==> src/hdl/sirm_pkg.sv <==
`timescale 1ns / 1ps
// ----------------------------------------------------------------------------
// sirm_pkg
// Shared sizes, codes and types of the service instance registry.
// ----------------------------------------------------------------------------
package sirm_pkg;

    localparam int NUM_INSTANCES     = 16;
    localparam int NUM_SERVICES      = 16;
    localparam int SLOTS_PER_SERVICE = 8;

    // fixed field widths
    localparam int ACT_W  = 2;
    localparam int SVC_IN_W = 4;
    localparam int ID_IN_W  = 4;
    localparam int HASH_W = 32;
    localparam int CH_W   = 5;
    localparam int ST_W   = 3;

    // derived widths
    localparam int ID_W    = $clog2(NUM_INSTANCES);
    localparam int NID_W   = ($clog2(NUM_INSTANCES + 2) > ID_IN_W) ?
                             $clog2(NUM_INSTANCES + 2) : ID_IN_W + 1;
    localparam int SVC_W   = (NUM_SERVICES > 1) ? $clog2(NUM_SERVICES) : 1;
    localparam int SLOT_W  = (SLOTS_PER_SERVICE > 1) ? $clog2(SLOTS_PER_SERVICE) : 1;
    localparam int CNT_W   = $clog2(SLOTS_PER_SERVICE + 1);
    localparam int ADDR_W  = SVC_W + SLOT_W;
    localparam int MEM_DEPTH = 1 << ADDR_W;
    localparam int FIFO_DEPTH = 2;

    // action codes
    localparam logic [ACT_W-1:0] ACT_START  = 2'd0;
    localparam logic [ACT_W-1:0] ACT_STOP   = 2'd1;
    localparam logic [ACT_W-1:0] ACT_LOOKUP = 2'd2;

    // status codes
    localparam logic [ST_W-1:0] ST_OK        = 3'd0;
    localparam logic [ST_W-1:0] ST_NO_IDS    = 3'd1;
    localparam logic [ST_W-1:0] ST_CONFLICT  = 3'd2;
    localparam logic [ST_W-1:0] ST_FULL      = 3'd3;
    localparam logic [ST_W-1:0] ST_NOT_FOUND = 3'd4;

    localparam logic [CH_W-1:0] CHOSEN_NONE = CH_W'(NUM_INSTANCES);

    typedef enum logic [1:0] {
        K_START,
        K_STOP,
        K_LOOKUP,
        K_NONE
    } t_kind;

    typedef struct packed {
        t_kind                kind;
        logic [SVC_IN_W-1:0]  svc;
        logic [ID_IN_W-1:0]   id;
        logic                 auto_id;
        logic [HASH_W-1:0]    hash;
        logic                 svc_ok;
        logic                 id_ok;
    } t_cmd;

endpackage

==> src/hdl/service_instance_registry_map_top.sv <==
`timescale 1ns / 1ps
// ----------------------------------------------------------------------------
// service_instance_registry_map_top
// Service to instance registry for packet steering: start, stop, lookup.
//
//  Channel   Dir  tdata                                   tuser
//  s_axis    in   [3:0] svc_num, [7:4] inst_num,          [1:0] action
//                 [8] auto_id, [40:9] flow_hash
//  m_axis    out  [4:0] chosen_instance                   [2:0] status
//
// The executor takes one word at a time, from dequeue to the result
// register. Start: a requested id is checked and written directly; the
// automatic scan first steps past each occupied id. Stop: list entries
// are read and compared until the hit, then later entries shift down.
// Lookup: a one-bit-per-cycle remainder over the 32-bit hash picks the
// entry; an empty list skips it. The front register and a two-deep queue
// keep accepting while the executor works, until the queue fills; the
// executor waits in its response step only while the previous result is
// still unaccepted. Synchronous active-low reset; no clearing pass needed.
// ----------------------------------------------------------------------------
module service_instance_registry_map_top (
    input  logic        i_clk,
    input  logic        i_rst_n,
    input  logic        s_axis_tvalid,
    output logic        s_axis_tready,
    input  logic [47:0] s_axis_tdata,   // svc_num, inst_num, auto_id, flow_hash
    input  logic [1:0]  s_axis_tuser,   // action
    output logic        m_axis_tvalid,
    input  logic        m_axis_tready,
    output logic [7:0]  m_axis_tdata,   // chosen_instance
    output logic [2:0]  m_axis_tuser    // status
);

    logic           w_f_valid;
    logic           w_f_ready;
    sirm_pkg::t_cmd w_f_cmd;
    logic           w_q_valid;
    logic           w_q_pop;
    sirm_pkg::t_cmd w_q_cmd;
    logic [sirm_pkg::CH_W-1:0] w_chosen;

    sirm_front u_front (
        .i_clk       (i_clk),
        .i_rst_n     (i_rst_n),
        .i_valid     (s_axis_tvalid),
        .o_ready     (s_axis_tready),
        .i_action    (s_axis_tuser),
        .i_svc       (s_axis_tdata[3:0]),
        .i_id        (s_axis_tdata[7:4]),
        .i_auto_id   (s_axis_tdata[8]),
        .i_hash      (s_axis_tdata[40:9]),
        .o_cmd_valid (w_f_valid),
        .i_cmd_ready (w_f_ready),
        .o_cmd       (w_f_cmd)
    );

    sirm_fifo u_fifo (
        .i_clk   (i_clk),
        .i_rst_n (i_rst_n),
        .i_push  (w_f_valid),
        .o_ready (w_f_ready),
        .i_cmd   (w_f_cmd),
        .o_valid (w_q_valid),
        .i_pop   (w_q_pop),
        .o_cmd   (w_q_cmd)
    );

    sirm_exec u_exec (
        .i_clk       (i_clk),
        .i_rst_n     (i_rst_n),
        .i_cmd_valid (w_q_valid),
        .i_cmd       (w_q_cmd),
        .o_cmd_pop   (w_q_pop),
        .o_valid     (m_axis_tvalid),
        .i_ready     (m_axis_tready),
        .o_chosen    (w_chosen),
        .o_status    (m_axis_tuser)
    );

    assign m_axis_tdata = {3'b000, w_chosen};

endmodule

==> src/hdl/sirm_front.sv <==
`timescale 1ns / 1ps
// ----------------------------------------------------------------------------
// sirm_front
// Accepts input words, decodes the action and range checks, registers the
// command for the queue.
// ----------------------------------------------------------------------------
module sirm_front (
    input  logic                             i_clk,
    input  logic                             i_rst_n,
    input  logic                             i_valid,
    output logic                             o_ready,
    input  logic [sirm_pkg::ACT_W-1:0]       i_action,
    input  logic [sirm_pkg::SVC_IN_W-1:0]    i_svc,
    input  logic [sirm_pkg::ID_IN_W-1:0]     i_id,
    input  logic                             i_auto_id,
    input  logic [sirm_pkg::HASH_W-1:0]      i_hash,
    output logic                             o_cmd_valid,
    input  logic                             i_cmd_ready,
    output sirm_pkg::t_cmd                   o_cmd
);

    logic           r_valid;
    sirm_pkg::t_cmd r_cmd;
    sirm_pkg::t_kind w_kind;
    logic           w_accept;

    always_comb begin
        unique case (i_action)
            sirm_pkg::ACT_START:  w_kind = sirm_pkg::K_START;
            sirm_pkg::ACT_STOP:   w_kind = sirm_pkg::K_STOP;
            sirm_pkg::ACT_LOOKUP: w_kind = sirm_pkg::K_LOOKUP;
            default:              w_kind = sirm_pkg::K_NONE;
        endcase
    end

    assign o_ready  = !r_valid || i_cmd_ready;
    assign w_accept = i_valid && o_ready;

    always_ff @(posedge i_clk) begin
        if (!i_rst_n) begin
            r_valid <= 1'b0;
        end else begin
            if (w_accept) begin
                r_valid        <= 1'b1;
                r_cmd.kind     <= w_kind;
                r_cmd.svc      <= i_svc;
                r_cmd.id       <= i_id;
                r_cmd.auto_id  <= i_auto_id;
                r_cmd.hash     <= i_hash;
                r_cmd.svc_ok   <= 32'(i_svc) < sirm_pkg::NUM_SERVICES;
                r_cmd.id_ok    <= 32'(i_id) < sirm_pkg::NUM_INSTANCES;
            end else if (i_cmd_ready) begin
                r_valid <= 1'b0;
            end
        end
    end

    assign o_cmd_valid = r_valid;
    assign o_cmd       = r_cmd;

endmodule

==> src/hdl/sirm_fifo.sv <==
`timescale 1ns / 1ps
// ----------------------------------------------------------------------------
// sirm_fifo
// Short command queue between the front end and the executor.
// ----------------------------------------------------------------------------
module sirm_fifo (
    input  logic            i_clk,
    input  logic            i_rst_n,
    input  logic            i_push,
    output logic            o_ready,
    input  sirm_pkg::t_cmd  i_cmd,
    output logic            o_valid,
    input  logic            i_pop,
    output sirm_pkg::t_cmd  o_cmd
);

    localparam int PTR_W = (sirm_pkg::FIFO_DEPTH > 1) ? $clog2(sirm_pkg::FIFO_DEPTH) : 1;
    localparam int CNT_W = $clog2(sirm_pkg::FIFO_DEPTH + 1);

    sirm_pkg::t_cmd     r_buf [sirm_pkg::FIFO_DEPTH];
    logic [PTR_W-1:0]   r_wp;
    logic [PTR_W-1:0]   r_rp;
    logic [CNT_W-1:0]   r_cnt;
    logic               w_push;
    logic               w_pop;

    assign o_ready = r_cnt != CNT_W'(sirm_pkg::FIFO_DEPTH);
    assign o_valid = r_cnt != '0;
    assign w_push  = i_push && o_ready;
    assign w_pop   = i_pop && o_valid;
    assign o_cmd   = r_buf[r_rp];

    always_ff @(posedge i_clk) begin
        if (w_push) begin
            r_buf[r_wp] <= i_cmd;
        end
    end

    always_ff @(posedge i_clk) begin
        if (!i_rst_n) begin
            r_wp  <= '0;
            r_rp  <= '0;
            r_cnt <= '0;
        end else begin
            if (w_push) begin
                r_wp <= (r_wp == PTR_W'(sirm_pkg::FIFO_DEPTH - 1)) ? '0 : r_wp + 1'b1;
            end
            if (w_pop) begin
                r_rp <= (r_rp == PTR_W'(sirm_pkg::FIFO_DEPTH - 1)) ? '0 : r_rp + 1'b1;
            end
            if (w_push && !w_pop) begin
                r_cnt <= r_cnt + 1'b1;
            end else if (w_pop && !w_push) begin
                r_cnt <= r_cnt - 1'b1;
            end
        end
    end

endmodule

==> src/hdl/sirm_mod.sv <==
`timescale 1ns / 1ps
// ----------------------------------------------------------------------------
// sirm_mod
// Bit-serial remainder of the flow hash by a small list length.
// ----------------------------------------------------------------------------
module sirm_mod (
    input  logic                           i_clk,
    input  logic                           i_rst_n,
    input  logic                           i_start,
    input  logic [sirm_pkg::HASH_W-1:0]    i_dividend,
    input  logic [sirm_pkg::CNT_W-1:0]     i_divisor,
    output logic                           o_done,
    output logic [sirm_pkg::CNT_W-1:0]     o_rem
);

    localparam int W    = sirm_pkg::CNT_W;
    localparam int IT_W = $clog2(sirm_pkg::HASH_W);

    logic                        r_busy;
    logic                        r_done;
    logic [IT_W-1:0]             r_it;
    logic [sirm_pkg::HASH_W-1:0] r_q;
    logic [W-1:0]                r_rem;
    logic [W-1:0]                r_div;
    logic [W:0]                  w_trial;
    logic [W:0]                  w_next;

    assign w_trial = {r_rem, r_q[sirm_pkg::HASH_W-1]};
    assign w_next  = (w_trial >= {1'b0, r_div}) ? w_trial - {1'b0, r_div} : w_trial;

    always_ff @(posedge i_clk) begin
        if (!i_rst_n) begin
            r_busy <= 1'b0;
            r_done <= 1'b0;
        end else begin
            r_done <= 1'b0;
            if (i_start) begin
                r_busy <= 1'b1;
                r_it   <= IT_W'(sirm_pkg::HASH_W - 1);
                r_q    <= i_dividend;
                r_rem  <= '0;
                r_div  <= i_divisor;
            end else if (r_busy) begin
                r_rem <= w_next[W-1:0];
                r_q   <= {r_q[sirm_pkg::HASH_W-2:0], 1'b0};
                r_it  <= r_it - 1'b1;
                if (r_it == '0) begin
                    r_busy <= 1'b0;
                    r_done <= 1'b1;
                end
            end
        end
    end

    assign o_done = r_done;
    assign o_rem  = r_rem;

endmodule

==> src/hdl/sirm_exec.sv <==
`timescale 1ns / 1ps
// ----------------------------------------------------------------------------
// sirm_exec
// Executes queued commands: id scan and occupancy, per-service lists in a
// memory, list compaction on stop, hash selection on lookup.
// ----------------------------------------------------------------------------
module sirm_exec (
    input  logic                          i_clk,
    input  logic                          i_rst_n,
    input  logic                          i_cmd_valid,
    input  sirm_pkg::t_cmd                i_cmd,
    output logic                          o_cmd_pop,
    output logic                          o_valid,
    input  logic                          i_ready,
    output logic [sirm_pkg::CH_W-1:0]     o_chosen,
    output logic [sirm_pkg::ST_W-1:0]     o_status
);

    localparam int N      = sirm_pkg::NUM_INSTANCES;
    localparam int ID_W   = sirm_pkg::ID_W;
    localparam int NID_W  = sirm_pkg::NID_W;
    localparam int SVC_W  = sirm_pkg::SVC_W;
    localparam int SLOT_W = sirm_pkg::SLOT_W;
    localparam int CNT_W  = sirm_pkg::CNT_W;
    localparam int ADDR_W = sirm_pkg::ADDR_W;
    localparam int CH_W   = sirm_pkg::CH_W;
    localparam int ST_W   = sirm_pkg::ST_W;

    typedef enum logic [3:0] {
        S_IDLE,
        S_SCAN,
        S_START,
        S_SRD,
        S_SCMP,
        S_SHRD,
        S_SHWR,
        S_MOD,
        S_LKRD,
        S_LKDATA,
        S_RESP
    } t_state;

    t_state             r_state;
    sirm_pkg::t_cmd     r_cmd;
    logic [N-1:0]       r_occ;
    logic [CNT_W-1:0]   r_cnt [sirm_pkg::NUM_SERVICES];
    logic [NID_W-1:0]   r_next_id;
    logic [NID_W-1:0]   r_ptr;
    logic [CNT_W-1:0]   r_idx;
    logic [CNT_W-1:0]   r_n;
    logic [CH_W-1:0]    r_chosen;
    logic [ST_W-1:0]    r_status;
    logic               r_out_valid;
    logic [CH_W-1:0]    r_out_chosen;
    logic [ST_W-1:0]    r_out_status;
    logic [ID_W-1:0]    r_mem [sirm_pkg::MEM_DEPTH];
    logic [ID_W-1:0]    r_rdata;

    logic [SVC_W-1:0]   w_svc;
    logic [CNT_W-1:0]   w_cnt;
    logic [SVC_W-1:0]   w_in_svc;
    logic [CNT_W-1:0]   w_in_cnt;
    logic [ID_W-1:0]    w_occ_idx;
    logic               w_ptr_in;
    logic               w_occ_ptr;
    logic               w_start_ok;
    logic               w_hit;
    logic [CNT_W-1:0]   w_rslot;
    logic [ADDR_W-1:0]  w_raddr;
    logic               w_we;
    logic [ADDR_W-1:0]  w_waddr;
    logic [ID_W-1:0]    w_wdata;
    logic               w_mod_start;
    logic               w_mod_done;
    logic [CNT_W-1:0]   w_mod_rem;

    assign w_svc      = SVC_W'(r_cmd.svc);
    assign w_cnt      = r_cnt[w_svc];
    assign w_in_svc   = SVC_W'(i_cmd.svc);
    assign w_in_cnt   = r_cnt[w_in_svc];
    assign w_occ_idx  = ID_W'(r_ptr);
    assign w_ptr_in   = r_ptr < NID_W'(N);
    assign w_occ_ptr  = r_occ[w_occ_idx];
    assign w_start_ok = w_ptr_in && !w_occ_ptr && r_cmd.svc_ok &&
                        (w_cnt < CNT_W'(sirm_pkg::SLOTS_PER_SERVICE));
    assign w_hit      = r_rdata == ID_W'(r_cmd.id);
    assign o_cmd_pop  = (r_state == S_IDLE) && i_cmd_valid;

    assign w_mod_start = o_cmd_pop && (i_cmd.kind == sirm_pkg::K_LOOKUP) &&
                         i_cmd.svc_ok && (w_in_cnt != '0);

    sirm_mod u_mod (
        .i_clk      (i_clk),
        .i_rst_n    (i_rst_n),
        .i_start    (w_mod_start),
        .i_dividend (i_cmd.hash),
        .i_divisor  (w_in_cnt),
        .o_done     (w_mod_done),
        .o_rem      (w_mod_rem)
    );

    // list memory ports
    assign w_rslot = (r_state == S_SHRD) ? r_idx + 1'b1 : r_idx;
    assign w_raddr = {w_svc, SLOT_W'(w_rslot)};
    assign w_we    = ((r_state == S_START) && w_start_ok) || (r_state == S_SHWR);
    assign w_waddr = (r_state == S_START) ? {w_svc, SLOT_W'(w_cnt)} : {w_svc, SLOT_W'(r_idx)};
    assign w_wdata = (r_state == S_START) ? w_occ_idx : r_rdata;

    always_ff @(posedge i_clk) begin
        if (w_we) begin
            r_mem[w_waddr] <= w_wdata;
        end
        r_rdata <= r_mem[w_raddr];
    end

    always_ff @(posedge i_clk) begin
        if (!i_rst_n) begin
            r_state     <= S_IDLE;
            r_out_valid <= 1'b0;
            r_occ       <= '0;
            r_next_id   <= '0;
            r_cmd       <= '0;
            for (int s = 0; s < sirm_pkg::NUM_SERVICES; s++) begin
                r_cnt[s] <= '0;
            end
        end else begin
            if (r_out_valid && i_ready && (r_state != S_RESP)) begin
                r_out_valid <= 1'b0;
            end
            unique case (r_state)
                S_IDLE: begin
                    if (i_cmd_valid) begin
                        r_cmd <= i_cmd;
                        r_idx <= '0;
                        r_n   <= w_in_cnt;
                        case (i_cmd.kind)
                            sirm_pkg::K_START: begin
                                if (i_cmd.auto_id) begin
                                    r_ptr   <= (r_next_id >= NID_W'(N)) ? NID_W'(1) : r_next_id;
                                    r_state <= S_SCAN;
                                end else begin
                                    r_ptr   <= NID_W'(i_cmd.id);
                                    r_state <= S_START;
                                end
                            end
                            sirm_pkg::K_STOP: begin
                                if (i_cmd.id_ok) begin
                                    r_occ[ID_W'(i_cmd.id)] <= 1'b0;
                                end
                                if (!i_cmd.svc_ok || !i_cmd.id_ok || w_in_cnt == '0) begin
                                    r_chosen <= sirm_pkg::CHOSEN_NONE;
                                    r_status <= sirm_pkg::ST_NOT_FOUND;
                                    r_state  <= S_RESP;
                                end else begin
                                    r_state <= S_SRD;
                                end
                            end
                            sirm_pkg::K_LOOKUP: begin
                                if (!i_cmd.svc_ok || w_in_cnt == '0) begin
                                    r_chosen <= '0;
                                    r_status <= sirm_pkg::ST_NOT_FOUND;
                                    r_state  <= S_RESP;
                                end else begin
                                    r_state <= S_MOD;
                                end
                            end
                            default: begin
                                r_chosen <= sirm_pkg::CHOSEN_NONE;
                                r_status <= sirm_pkg::ST_NOT_FOUND;
                                r_state  <= S_RESP;
                            end
                        endcase
                    end
                end
                S_SCAN: begin
                    if (w_ptr_in && w_occ_ptr) begin
                        r_ptr <= r_ptr + 1'b1;
                    end else begin
                        r_next_id <= r_ptr + 1'b1;
                        r_state   <= S_START;
                    end
                end
                S_START: begin
                    if (!w_ptr_in) begin
                        r_chosen <= sirm_pkg::CHOSEN_NONE;
                        r_status <= sirm_pkg::ST_NO_IDS;
                    end else if (w_occ_ptr) begin
                        r_chosen <= CH_W'(r_ptr);
                        r_status <= sirm_pkg::ST_CONFLICT;
                    end else if (!w_start_ok) begin
                        r_chosen <= CH_W'(r_ptr);
                        r_status <= sirm_pkg::ST_FULL;
                    end else begin
                        r_chosen         <= CH_W'(r_ptr);
                        r_occ[w_occ_idx] <= 1'b1;
                        r_cnt[w_svc]     <= w_cnt + 1'b1;
                        r_status         <= sirm_pkg::ST_OK;
                    end
                    r_state <= S_RESP;
                end
                S_SRD: begin
                    r_state <= S_SCMP;
                end
                S_SCMP: begin
                    if (w_hit) begin
                        r_chosen     <= CH_W'(r_cmd.id);
                        r_status     <= sirm_pkg::ST_OK;
                        r_cnt[w_svc] <= r_n - 1'b1;
                        r_state      <= (r_idx + 1'b1 < r_n) ? S_SHRD : S_RESP;
                    end else if (r_idx + 1'b1 == r_n) begin
                        r_chosen <= sirm_pkg::CHOSEN_NONE;
                        r_status <= sirm_pkg::ST_NOT_FOUND;
                        r_state  <= S_RESP;
                    end else begin
                        r_idx   <= r_idx + 1'b1;
                        r_state <= S_SRD;
                    end
                end
                S_SHRD: begin
                    r_state <= S_SHWR;
                end
                S_SHWR: begin
                    r_idx   <= r_idx + 1'b1;
                    r_state <= (r_idx + CNT_W'(2) < r_n) ? S_SHRD : S_RESP;
                end
                S_MOD: begin
                    if (w_mod_done) begin
                        r_idx   <= w_mod_rem;
                        r_state <= S_LKRD;
                    end
                end
                S_LKRD: begin
                    r_state <= S_LKDATA;
                end
                S_LKDATA: begin
                    r_chosen <= CH_W'(r_rdata);
                    r_status <= sirm_pkg::ST_OK;
                    r_state  <= S_RESP;
                end
                S_RESP: begin
                    if (!r_out_valid || i_ready) begin
                        r_out_valid  <= 1'b1;
                        r_out_chosen <= r_chosen;
                        r_out_status <= r_status;
                        r_state      <= S_IDLE;
                    end
                end
                default: begin
                    r_state <= S_IDLE;
                end
            endcase
        end
    end

    assign o_valid  = r_out_valid;
    assign o_chosen = r_out_chosen;
    assign o_status = r_out_status;

`ifndef SYNTHESIS
    a_cnt_bound: assert property (@(posedge i_clk) disable iff (!i_rst_n)
        w_cnt <= CNT_W'(sirm_pkg::SLOTS_PER_SERVICE))
        else $error("service count beyond slot limit");

    a_start_occupies: assert property (@(posedge i_clk) disable iff (!i_rst_n)
        (r_state == S_START && w_start_ok) |=> r_occ[$past(w_occ_idx)])
        else $error("accepted start did not mark id occupied");

    a_stop_count: assert property (@(posedge i_clk) disable iff (!i_rst_n)
        (r_state == S_SCMP && w_hit) |=> r_cnt[$past(w_svc)] == $past(r_n) - 1'b1)
        else $error("stop hit did not shrink the list");

    a_mod_done_state: assert property (@(posedge i_clk) disable iff (!i_rst_n)
        w_mod_done |-> r_state == S_MOD)
        else $error("remainder finished outside lookup");

    a_out_from_resp: assert property (@(posedge i_clk) disable iff (!i_rst_n)
        $rose(r_out_valid) |-> $past(r_state == S_RESP))
        else $error("result word loaded outside response state");
`endif

endmodule
==> config.mk <==
export PLATFORM = sky130hd
export DESIGN_NAME = service_instance_registry_map_top
export DESIGN_NICKNAME = d
export VERILOG_FILES = /design/src/hdl/sirm_pkg.sv /design/src/hdl/service_instance_registry_map_top.sv /design/src/hdl/sirm_front.sv /design/src/hdl/sirm_fifo.sv /design/src/hdl/sirm_mod.sv /design/src/hdl/sirm_exec.sv
export SDC_FILE = /design/constraint.sdc
export NUM_CORES = 1
export LEC_CHECK = 0
export ABC_AREA = 1
export BUFFER_PORTS_ARGS = -buffer_cell sky130_fd_sc_hd__buf_2
export CAP_MARGIN = 15
export CORE_ASPECT_RATIO = 0.75
export CORE_MARGIN = 5
export CORE_UTILIZATION = 26
export DETAILED_ROUTE_END_ITERATION = 10
export PLACE_DENSITY = 0.52
export SLEW_MARGIN = 30
export SYNTH_ARGS = -nofsm -noshare
export SYNTH_HDL_FRONTEND = slang
export SYNTH_HIERARCHICAL = 1
export SYNTH_SLANG_ARGS = --single-unit
==> constraint.sdc <==
create_clock -name i_clk -period 22.2 [get_ports i_clk]
set_input_delay 2.22 -clock i_clk [delete_from_list [all_inputs] [get_ports i_clk]]
set_output_delay 2.22 -clock i_clk [all_outputs]
set_load 0.005 [all_outputs]
==> results of run 1 <==
stage by stage:
stage / std cells / hold slack (ns) / worst slack (ns) / cell area (um2) / total power [mW]
floorplan: 3150 / 0.4003 / 14.98 / 36770 / 3.231
global placement: 4947 / 0.4123 / 16.87 / 38730 / 3.753
detailed placement: 4947 / 0.4115 / 16.84 / 38750 / 3.773
CTS: 5110 / 0.4264 / 16.84 / 41510 / 5.212
global route: 5110 / 0.4414 / 16.32 / 41510 / 5.447
finish: 5110 / 0.4179 / 16.84 / 41510 / 5.164
worst max-delay path, delay by kind of cell, from the launching register on:
family,cells,cell delay (ns)
AO/OA/AOI/OAI,1,0.63
buffers and inverters,4,1.94
AND/OR/NAND/NOR,9,1.30
multiplexers,1,0.57
flip-flops,1,0.47
final timing paths:
| kind | from | end | slack [ns] | cells after the start |
|---|---|---|---|---|
| setup / recovery | flop | u_exec/u_mod/r_q[7] | 16.84 | 15 |
| hold / removal | u_exec/r_chosen[1] | u_exec/o_chosen[1] | 0.42 | 0 |
| setup reg to reg | flop | u_exec/u_mod/r_q[7] | 16.84 | 15 |
| hold reg to reg | u_exec/r_chosen[1] | u_exec/o_chosen[1] | 0.42 | 0 |
cell usage in the layout (no fill, tap or decap), drive strengths merged, types with 3 or more instances in the layout:
cell      n
a211oi    4
a21oi    88
buf      94
bufinv    6
clkbuf  114
clkinv   43
conb      5
dfxtp    51
edfxtp  783
ha       26
inv     255
mux2     45
nand2   383
nand3   192
nor2    487
nor3      8
o211ai  165
o21a      3
o21ai   363
o21bai   38
o221ai    4
o31ai    10
or2      40
xor2     10
cell families after synthesis:
| family | after synthesis |
|---|---|
| xor gates and xnor gates | 12 |
| other | 2 |
| DFF | 834 |
| AOI/OAI and AO/OA | 684 |
| buffers and inverters | 428 |
| and+or+nand+nor | 1115 |
| adders and majority gates | 27 |
| muxes | 45 |
power groups by stage:
stage	Clock [mW]	Sequential, mW	Combinational (mW)
finish	1.42	2.05	1.69
detailed placement	0	2.09	1.69
CTS	1.47	2.05	1.69
global placement	0	2.08	1.67
floorplan	0	2.13	1.10
global route	1.53	2.06	1.85
cell type report:
type | instances | area (um2) | share of cell area, %
sequential | 834 | 24540 | 59.10
multi-input combinational | 1888 | 10340 | 24.91
tap | 1875 | 2346 | 5.651
clock buffer | 114 | 2342 | 5.642
inverter | 256 | 963.4 | 2.321
timing repair buffer | 94 | 568.0 | 1.368
clock inverter | 49 | 416.7 | 1.004
state kept, by name, indices dropped and copies added (netlist names), 5 cells and up, named ones only:
register / count
u_exec/r_cnt: 64
u_exec/o_chosen: 5
u_exec/u_mod/r_it: 5
u_exec/r_next_id: 5
u_fifo/r_buf: 90
u_exec/r_ptr: 5
u_exec/r_chosen: 5
u_exec/r_cmd: 5
u_front/o_cmd: 43
u_exec/r_occ: 16
u_exec/r_mem: 512
u_exec/u_mod/r_q: 32
routing by layer:
| layer | global-route usage, % | wire, um |
|---|---|---|
| met5 | 0 | 0 |
| met4 | 3.066 | 1920 |
| met3 | 2.554 | 5893 |
| met2 | 17.99 | 40090 |
| met1 | 17.19 | 43500 |
==> metrics.txt, run 1 <==
status=complete, no violations; post-synthesis sequential element count=834; largest family of logic cells by synthesized area=simple AND/OR/NAND/NOR gates; Critical-path top delay cell=clkinv_1; Adder-Cell Fraction of Synth Area=0.9395%; cts bufs inserted=90; CTS tree=done; Slew Limit Headroom=38.39%; Final Critical Period=5.365 ns; RSZ-0062 raised after global routing=no; # DRC=0; asr flop ratio synth=0%; Switching Share=37.58%; DIE AREA=0.1491 mm2; Sink Count=834; Worst-Skew Late Latency=0.66 ns; final setup fails=0; most common cell in the netlist=edfxtp_1; Clock Power Share=27.6%; Arr. time, crit path=5.67 ns; vias post-DR=23405; total grt overflow=0; Post-Syn Area=0.03676 mm2; setup TNS=0 ns; FMAX=186.4 MHz; CP cell instances=mux2_4, clkinv_1, nand2_1, nand3_1, nand3_1, nand3_1, nand2_1, nor2_1, nand2_1, nand3_1, nor2_2, buf_4, inv_2, a21oi_4, buf_4; # nets final=3245; Starting DRT DRC Count=1995; Worst Skew=0.02211 ns; antenna cell count=0; share of layout cells above drive strength 1=12.24%; required time of the critical path=22.50 ns; 1st-pass router iterations=6; Ports=67; Core Area=0.1404 mm2; gp weighted congestion=0.8174; MaxCap Viol Count=0; top-area cell type share of the netlist area=63.97%; clock buffer depth=3; WL final=91410 um; post-CTS setup buffer count=0; Pins Over Slew Limit=0; Setup crit start kind=flop; syn avg cell area=11.68 um2; first-pass GRT wire length=138400 um; fin util=29.57%; Post-synth EDFFs=783; final period utilization=24.17%; # H-tree levels=3; vias in the first global route=22663; Ys Warns=6; Yosys top cell by area=edfxtp_1; ranking of synthesized cells by area=edfxtp_1 (64%), nor2_1 (4.7%), nand2_1 (3.6%); ys flop type=edfxtp_1; P&R area growth vs syn=12.94%; initial antenna violation count=2; hold_buf cts=0; clock-pin slew on the worst setup and hold paths=0.06 ns; post-synthesis mux area share=1.787%; quantity of I/O buffers inserted on ports=56; Hold Fails Final Rpt=0; Fillers=14294; worst vdd ir=85.90 uV; PwrDens=124.4 mW/mm2; Top cell by count, worst path=nand3_1; Synth top cells by count=edfxtp_1 (783), nor2_1 (461), nand2_1 (352); P_int=3.224 mW; Starting Density=26.18%; row count=119; Switching Power=1.941 mW; post-synthesis xor/xnor area fraction=0.2859%; simple-gate share of the synthesized area=13.42%; post-DR wirelength/cell=17.89 um; Final ANT Viol Nets=0; Flop pwr share=39.7%; CTS resizes=0; Crit Path Class=reg -> reg; all-layer global routing usage=11.86%; compound-cell area share of the yosys netlist=11.27%; Hold Crit Class=reg -> reg; Clock Tree Root=clkbuf_16; Combinational Power Share=32.7%; crit-path max cell delay=0.63 ns; Detail Placement HPWL=53930 um; die height=335.6 um; die extent in x=444.2 um; crit path capture type=flop; library cells used by synthesis=56; Worst Path Max Fanout=49; Slew @ Worst Pin=0.9242 ns; Lkg Pwr=14.39 nW; Post-Synthesis Cells=3147; Via density=4.580; largest net degree at the start of global routing=111; register area share after synthesis=66.74%
No activity file was read; power rests on OpenSTA's default activity.
==> run 2: changes to the inputs <==
--- a/config.mk
+++ b/config.mk
@@ -5,7 +5,7 @@
 export SDC_FILE = /design/constraint.sdc
 export NUM_CORES = 1
 export LEC_CHECK = 0
-export ABC_AREA = 1
+export ABC_AREA = 0
 export BUFFER_PORTS_ARGS = -buffer_cell sky130_fd_sc_hd__buf_2
 export CAP_MARGIN = 15
 export CORE_ASPECT_RATIO = 0.75
==> constraint.sdc (replaced) <==
create_clock -name i_clk -period 5.4 [get_ports i_clk]
set_input_delay 0.54 -clock i_clk [delete_from_list [all_inputs] [get_ports i_clk]]
set_output_delay 0.54 -clock i_clk [all_outputs]
set_load 0.005 [all_outputs]
==> run 2 against run 1 <==
Via count is 14% higher. Final cell count is 0.59% lower. Clock power grew to 4.5 times the previous value. Sequential power grew to 4.1 times the previous value. Critical path type unchanged. Synthesized cell count is 6.0% lower. Setup slack worse by 16 ns. Synthesized area is 6.9% higher. Cell area is 9.7% higher. Global-route usage is 2.6 points higher. Core utilization is 0.78 points higher. Sequential share of layout area is 5.2 points lower.
==> metrics.txt, run 2 <==
ranking of synthesized cells by area=edfxtp_1 (60%), mux2i_1 (4.3%), mux4_2 (3.8%) (was edfxtp_1 (64%), nor2_1 (4.7%), nand2_1 (3.6%)); Pins Over Slew Limit=0 (unchanged); top-area cell type share of the netlist area=59.84% (was 63.97%); DIE AREA=0.1591 mm2 (was 0.1491 mm2); syn avg cell area=13.28 um2 (was 11.68 um2); largest net degree at the start of global routing=129 (was 111); Hold Fails Final Rpt=0 (unchanged); Clock Power Share=29.1% (was 27.6%); final period utilization=78.40% (was 24.17%); post-synthesis mux area share=10.72% (was 1.787%); Clock Tree Root=clkbuf_16 (unchanged); Setup WS post-layout=1.167 ns (was 16.84 ns); Via density=5.261 (was 4.580); Switching Share=35.02% (was 37.58%); Hold Crit Class=in -> reg (was reg -> reg); cells on worst reg2reg path=9 (was 15); die extent in x=458.9 um (was 444.2 um); Lkg Pwr=14.68 nW (was 14.39 nW); post-DR wirelength/cell=23.52 um (was 17.89 um); asr flop ratio synth=0% (unchanged); Final Critical Period=4.233 ns (was 5.365 ns); Worst Skew=0.05378 ns (was 0.02211 ns); worst vdd ir=376.9 uV (was 85.90 uV); share of layout cells above drive strength 1=16.08% (was 12.24%); flip-flop count of the largest register after layout=512 (unchanged); simple-gate share of the synthesized area=10.31% (was 13.42%); Slew @ Worst Pin=0.9591 ns (was 0.9242 ns); initial antenna violation count=3 (was 2); Hold Worst Slack=0.05294 ns (was 0.4179 ns); post-synthesis sequential element count=834 (unchanged); P&R area growth vs syn=15.88% (was 12.94%); clock buffer depth=3 (unchanged); most common cell after layout, fill and taps aside=edfxtp_1 (unchanged); Worst-Skew Late Latency=0.70 ns (was 0.66 ns); Fillers=14902 (was 14294); PwrDens=480.2 mW/mm2 (was 124.4 mW/mm2); most frequent cells in the layout=edfxtp_1 (783), nor2_1 (179), nand2_1 (168) (was edfxtp_1 (783), nor2_1 (457), nand2_1 (352)); Power, Total=21.86 mW (was 5.164 mW); final cell count without fillers=5080 (was 5110); # H-tree levels=3 (unchanged); Hold Path Cell Cnt=1 (was 0); FMAX=236.2 MHz (was 186.4 MHz); Combinational Power Share=32.4% (was 32.7%); die height=346.7 um (was 335.6 um); Detail Placement HPWL=75520 um (was 53930 um); vias in the first global route=25687 (was 22663); Final ANT Viol Nets=0 (unchanged); Crit Path Class=reg -> reg (unchanged); Post-synth EDFFs=783 (unchanged); Starting DRT DRC Count=2792 (was 1995); Flop pwr share=38.4% (was 39.7%); # nets final=3085 (was 3245); row count=123 (was 119); library cells used by synthesis=85 (was 56); clock-pin slew on the worst setup and hold paths=0.06 ns (about the same); Starting Density=26.19% (was 26.18%); Largest regs=u_exec/r_mem (512), u_fifo/r_buf (90), u_exec/r_cnt (64) (unchanged); placed cell area=0.04234 mm2 (was 0.03875 mm2); largest family of logic cells by synthesized area=compound AO/OA/AOI/OAI gates (was simple AND/OR/NAND/NOR gates); gp weighted congestion=0.8167 (was 0.8174); Adder-Cell Fraction of Synth Area=0.8788% (was 0.9395%); Setup crit start kind=flop (unchanged); Post-Syn Area=0.03929 mm2 (was 0.03676 mm2); post-synthesis xor/xnor area fraction=0.4872% (was 0.2859%); Core Area=0.1501 mm2 (was 0.1404 mm2); all-layer global routing usage=14.47% (was 11.86%); ys flop type=edfxtp_1 (unchanged); cts bufs inserted=88 (was 90); placed cells=4898 (was 4947); Ys Warns=6 (unchanged); vias post-DR=26727 (was 23405); compound-cell area share of the yosys netlist=12.14% (was 11.27%); post-CTS setup buffer count=0 (unchanged); most common cell in the netlist=edfxtp_1 (unchanged); # DRC=0 (unchanged); Yosys top cell by area=edfxtp_1 (unchanged); Slew Limit Headroom=35.93% (was 38.39%); Sink Count=834 (unchanged); Worst Path Max Fanout=18 (was 49); quantity of I/O buffers inserted on ports=56 (unchanged); RSZ-0062 raised after global routing=no (unchanged); 1st-pass router iterations=8 (was 6); status=complete, no violations (unchanged); required time of the critical path=5.73 ns (was 22.50 ns); Post-Place Worst Slack=1.190 ns (was 16.84 ns); Ports=67 (unchanged); MaxCap Viol Count=0 (unchanged); Switching Power=7.656 mW (was 1.941 mW); Top reg by flops=u_exec/r_mem (unchanged); Post-Synthesis Cells=2959 (was 3147); crit path capture type=flop (unchanged); Arr. time, crit path=4.57 ns (was 5.67 ns); Design Area, Final=0.04553 mm2 (was 0.04151 mm2); P_int=14.21 mW (was 3.224 mW); CTS tree=done (unchanged); Synth top cells by count=edfxtp_1 (783), nor2_1 (184), nand2_1 (171) (was edfxtp_1 (783), nor2_1 (461), nand2_1 (352)); WL final=119500 um (was 91410 um); register area share after synthesis=62.44% (was 66.74%); final setup fails=0 (unchanged); first-pass GRT wire length=175000 um (was 138400 um); total grt overflow=0 (unchanged)
==> run 2: changes by cell type after synthesis, sizes merged, moves of 95 or more <==
cell / delta
a211oi: +95
a22oi: +150
inv: -222
mux2i: +169
nand2: -212
nor2: -301
nor2b: +100
o211ai: -151
o21ai: -303
==> run 2: per-layer routing <==
metal | global-route usage (%) | wire length (um) | up-vias
met1 | 21.88 | 56120 | 13556
met3 | 3.002 | 10250 | 160
met2 | 21.11 | 50580 | 1243
met5 | 0 | 13 | -
li1 | - | - | 11766
met4 | 3.521 | 2502 | 2
==> run 2: path summary, 6_finish.rpt <==
kind / start / end / slack, ns
setup reg to reg: flop / u_exec/r_mem[86][2] / 1.17
hold reg to reg: u_front/o_cmd[38] / u_fifo/r_buf[1][38] / 0.42
hold / removal: s_axis_tdata[21] / u_front/o_cmd[14] / 0.05
setup / recovery: flop / u_exec/r_mem[86][2] / 1.17
==> run 2: cells by family (layout without fill, tap and decap cells) <==
kind of cell | after synthesis | after routing
fa+ha+maj | 27 | 27
xor+xnor | 21 | 21
compound gates | 674 | 674
other cells | 2 | 6
simple gates | 806 | 806
buf+inv | 269 | 386
flops | 834 | 834
mux | 326 | 326
==> run 2: power by group through the flow <==
stage	combinational, mW	clock [mW]	sequential [mW]
final	7.09	6.37	8.40
after global routing	7.51	6.82	8.42
after CTS	7.03	6.54	8.39
after detailed placement	7.00	0	8.53
after global placement	6.94	0	8.52
after floorplan	4.25	0	8.59
==> run 2: cell type report <==
class,count,area [um2],area share (%)
clock inverters,56,648.1,1.423
multi-input cells,1859,13790,30.28
flip-flops and latches,834,24530,53.88
clock buffers,109,2376,5.218
repair buffers,190,1567,3.440
inverters,31,116.4,0.2556
well taps,2000,2502,5.496
diodes,1,2.502,0.005496
==> run 2: metrics by stage <==
step	TNS, ns	util [%]
detailed placement	0	28.22
floorplan	-537.13	-
global route	0	30.34
global placement	0	28.18
finish	0	30.34
CTS	0	30.34
==> run 2: worst max-delay path, stage by stage, from the launching register on <==
cell	delay, ns
dfxtp_1	0.79
mux4_2	0.63
mux4_2	0.57
nor4b_4	0.26
and2_1	0.21
o21bai_4	0.18
nand3_2	0.34
buf_12	0.31
buf_4	0.21
nor2_1	0.36
==> run 2: timing repair <==
item / CTS / global route
gates resized for setup: 0 / 0
endpoints found under the hold margin: 16 / 0
hold buffers: 16 / 0
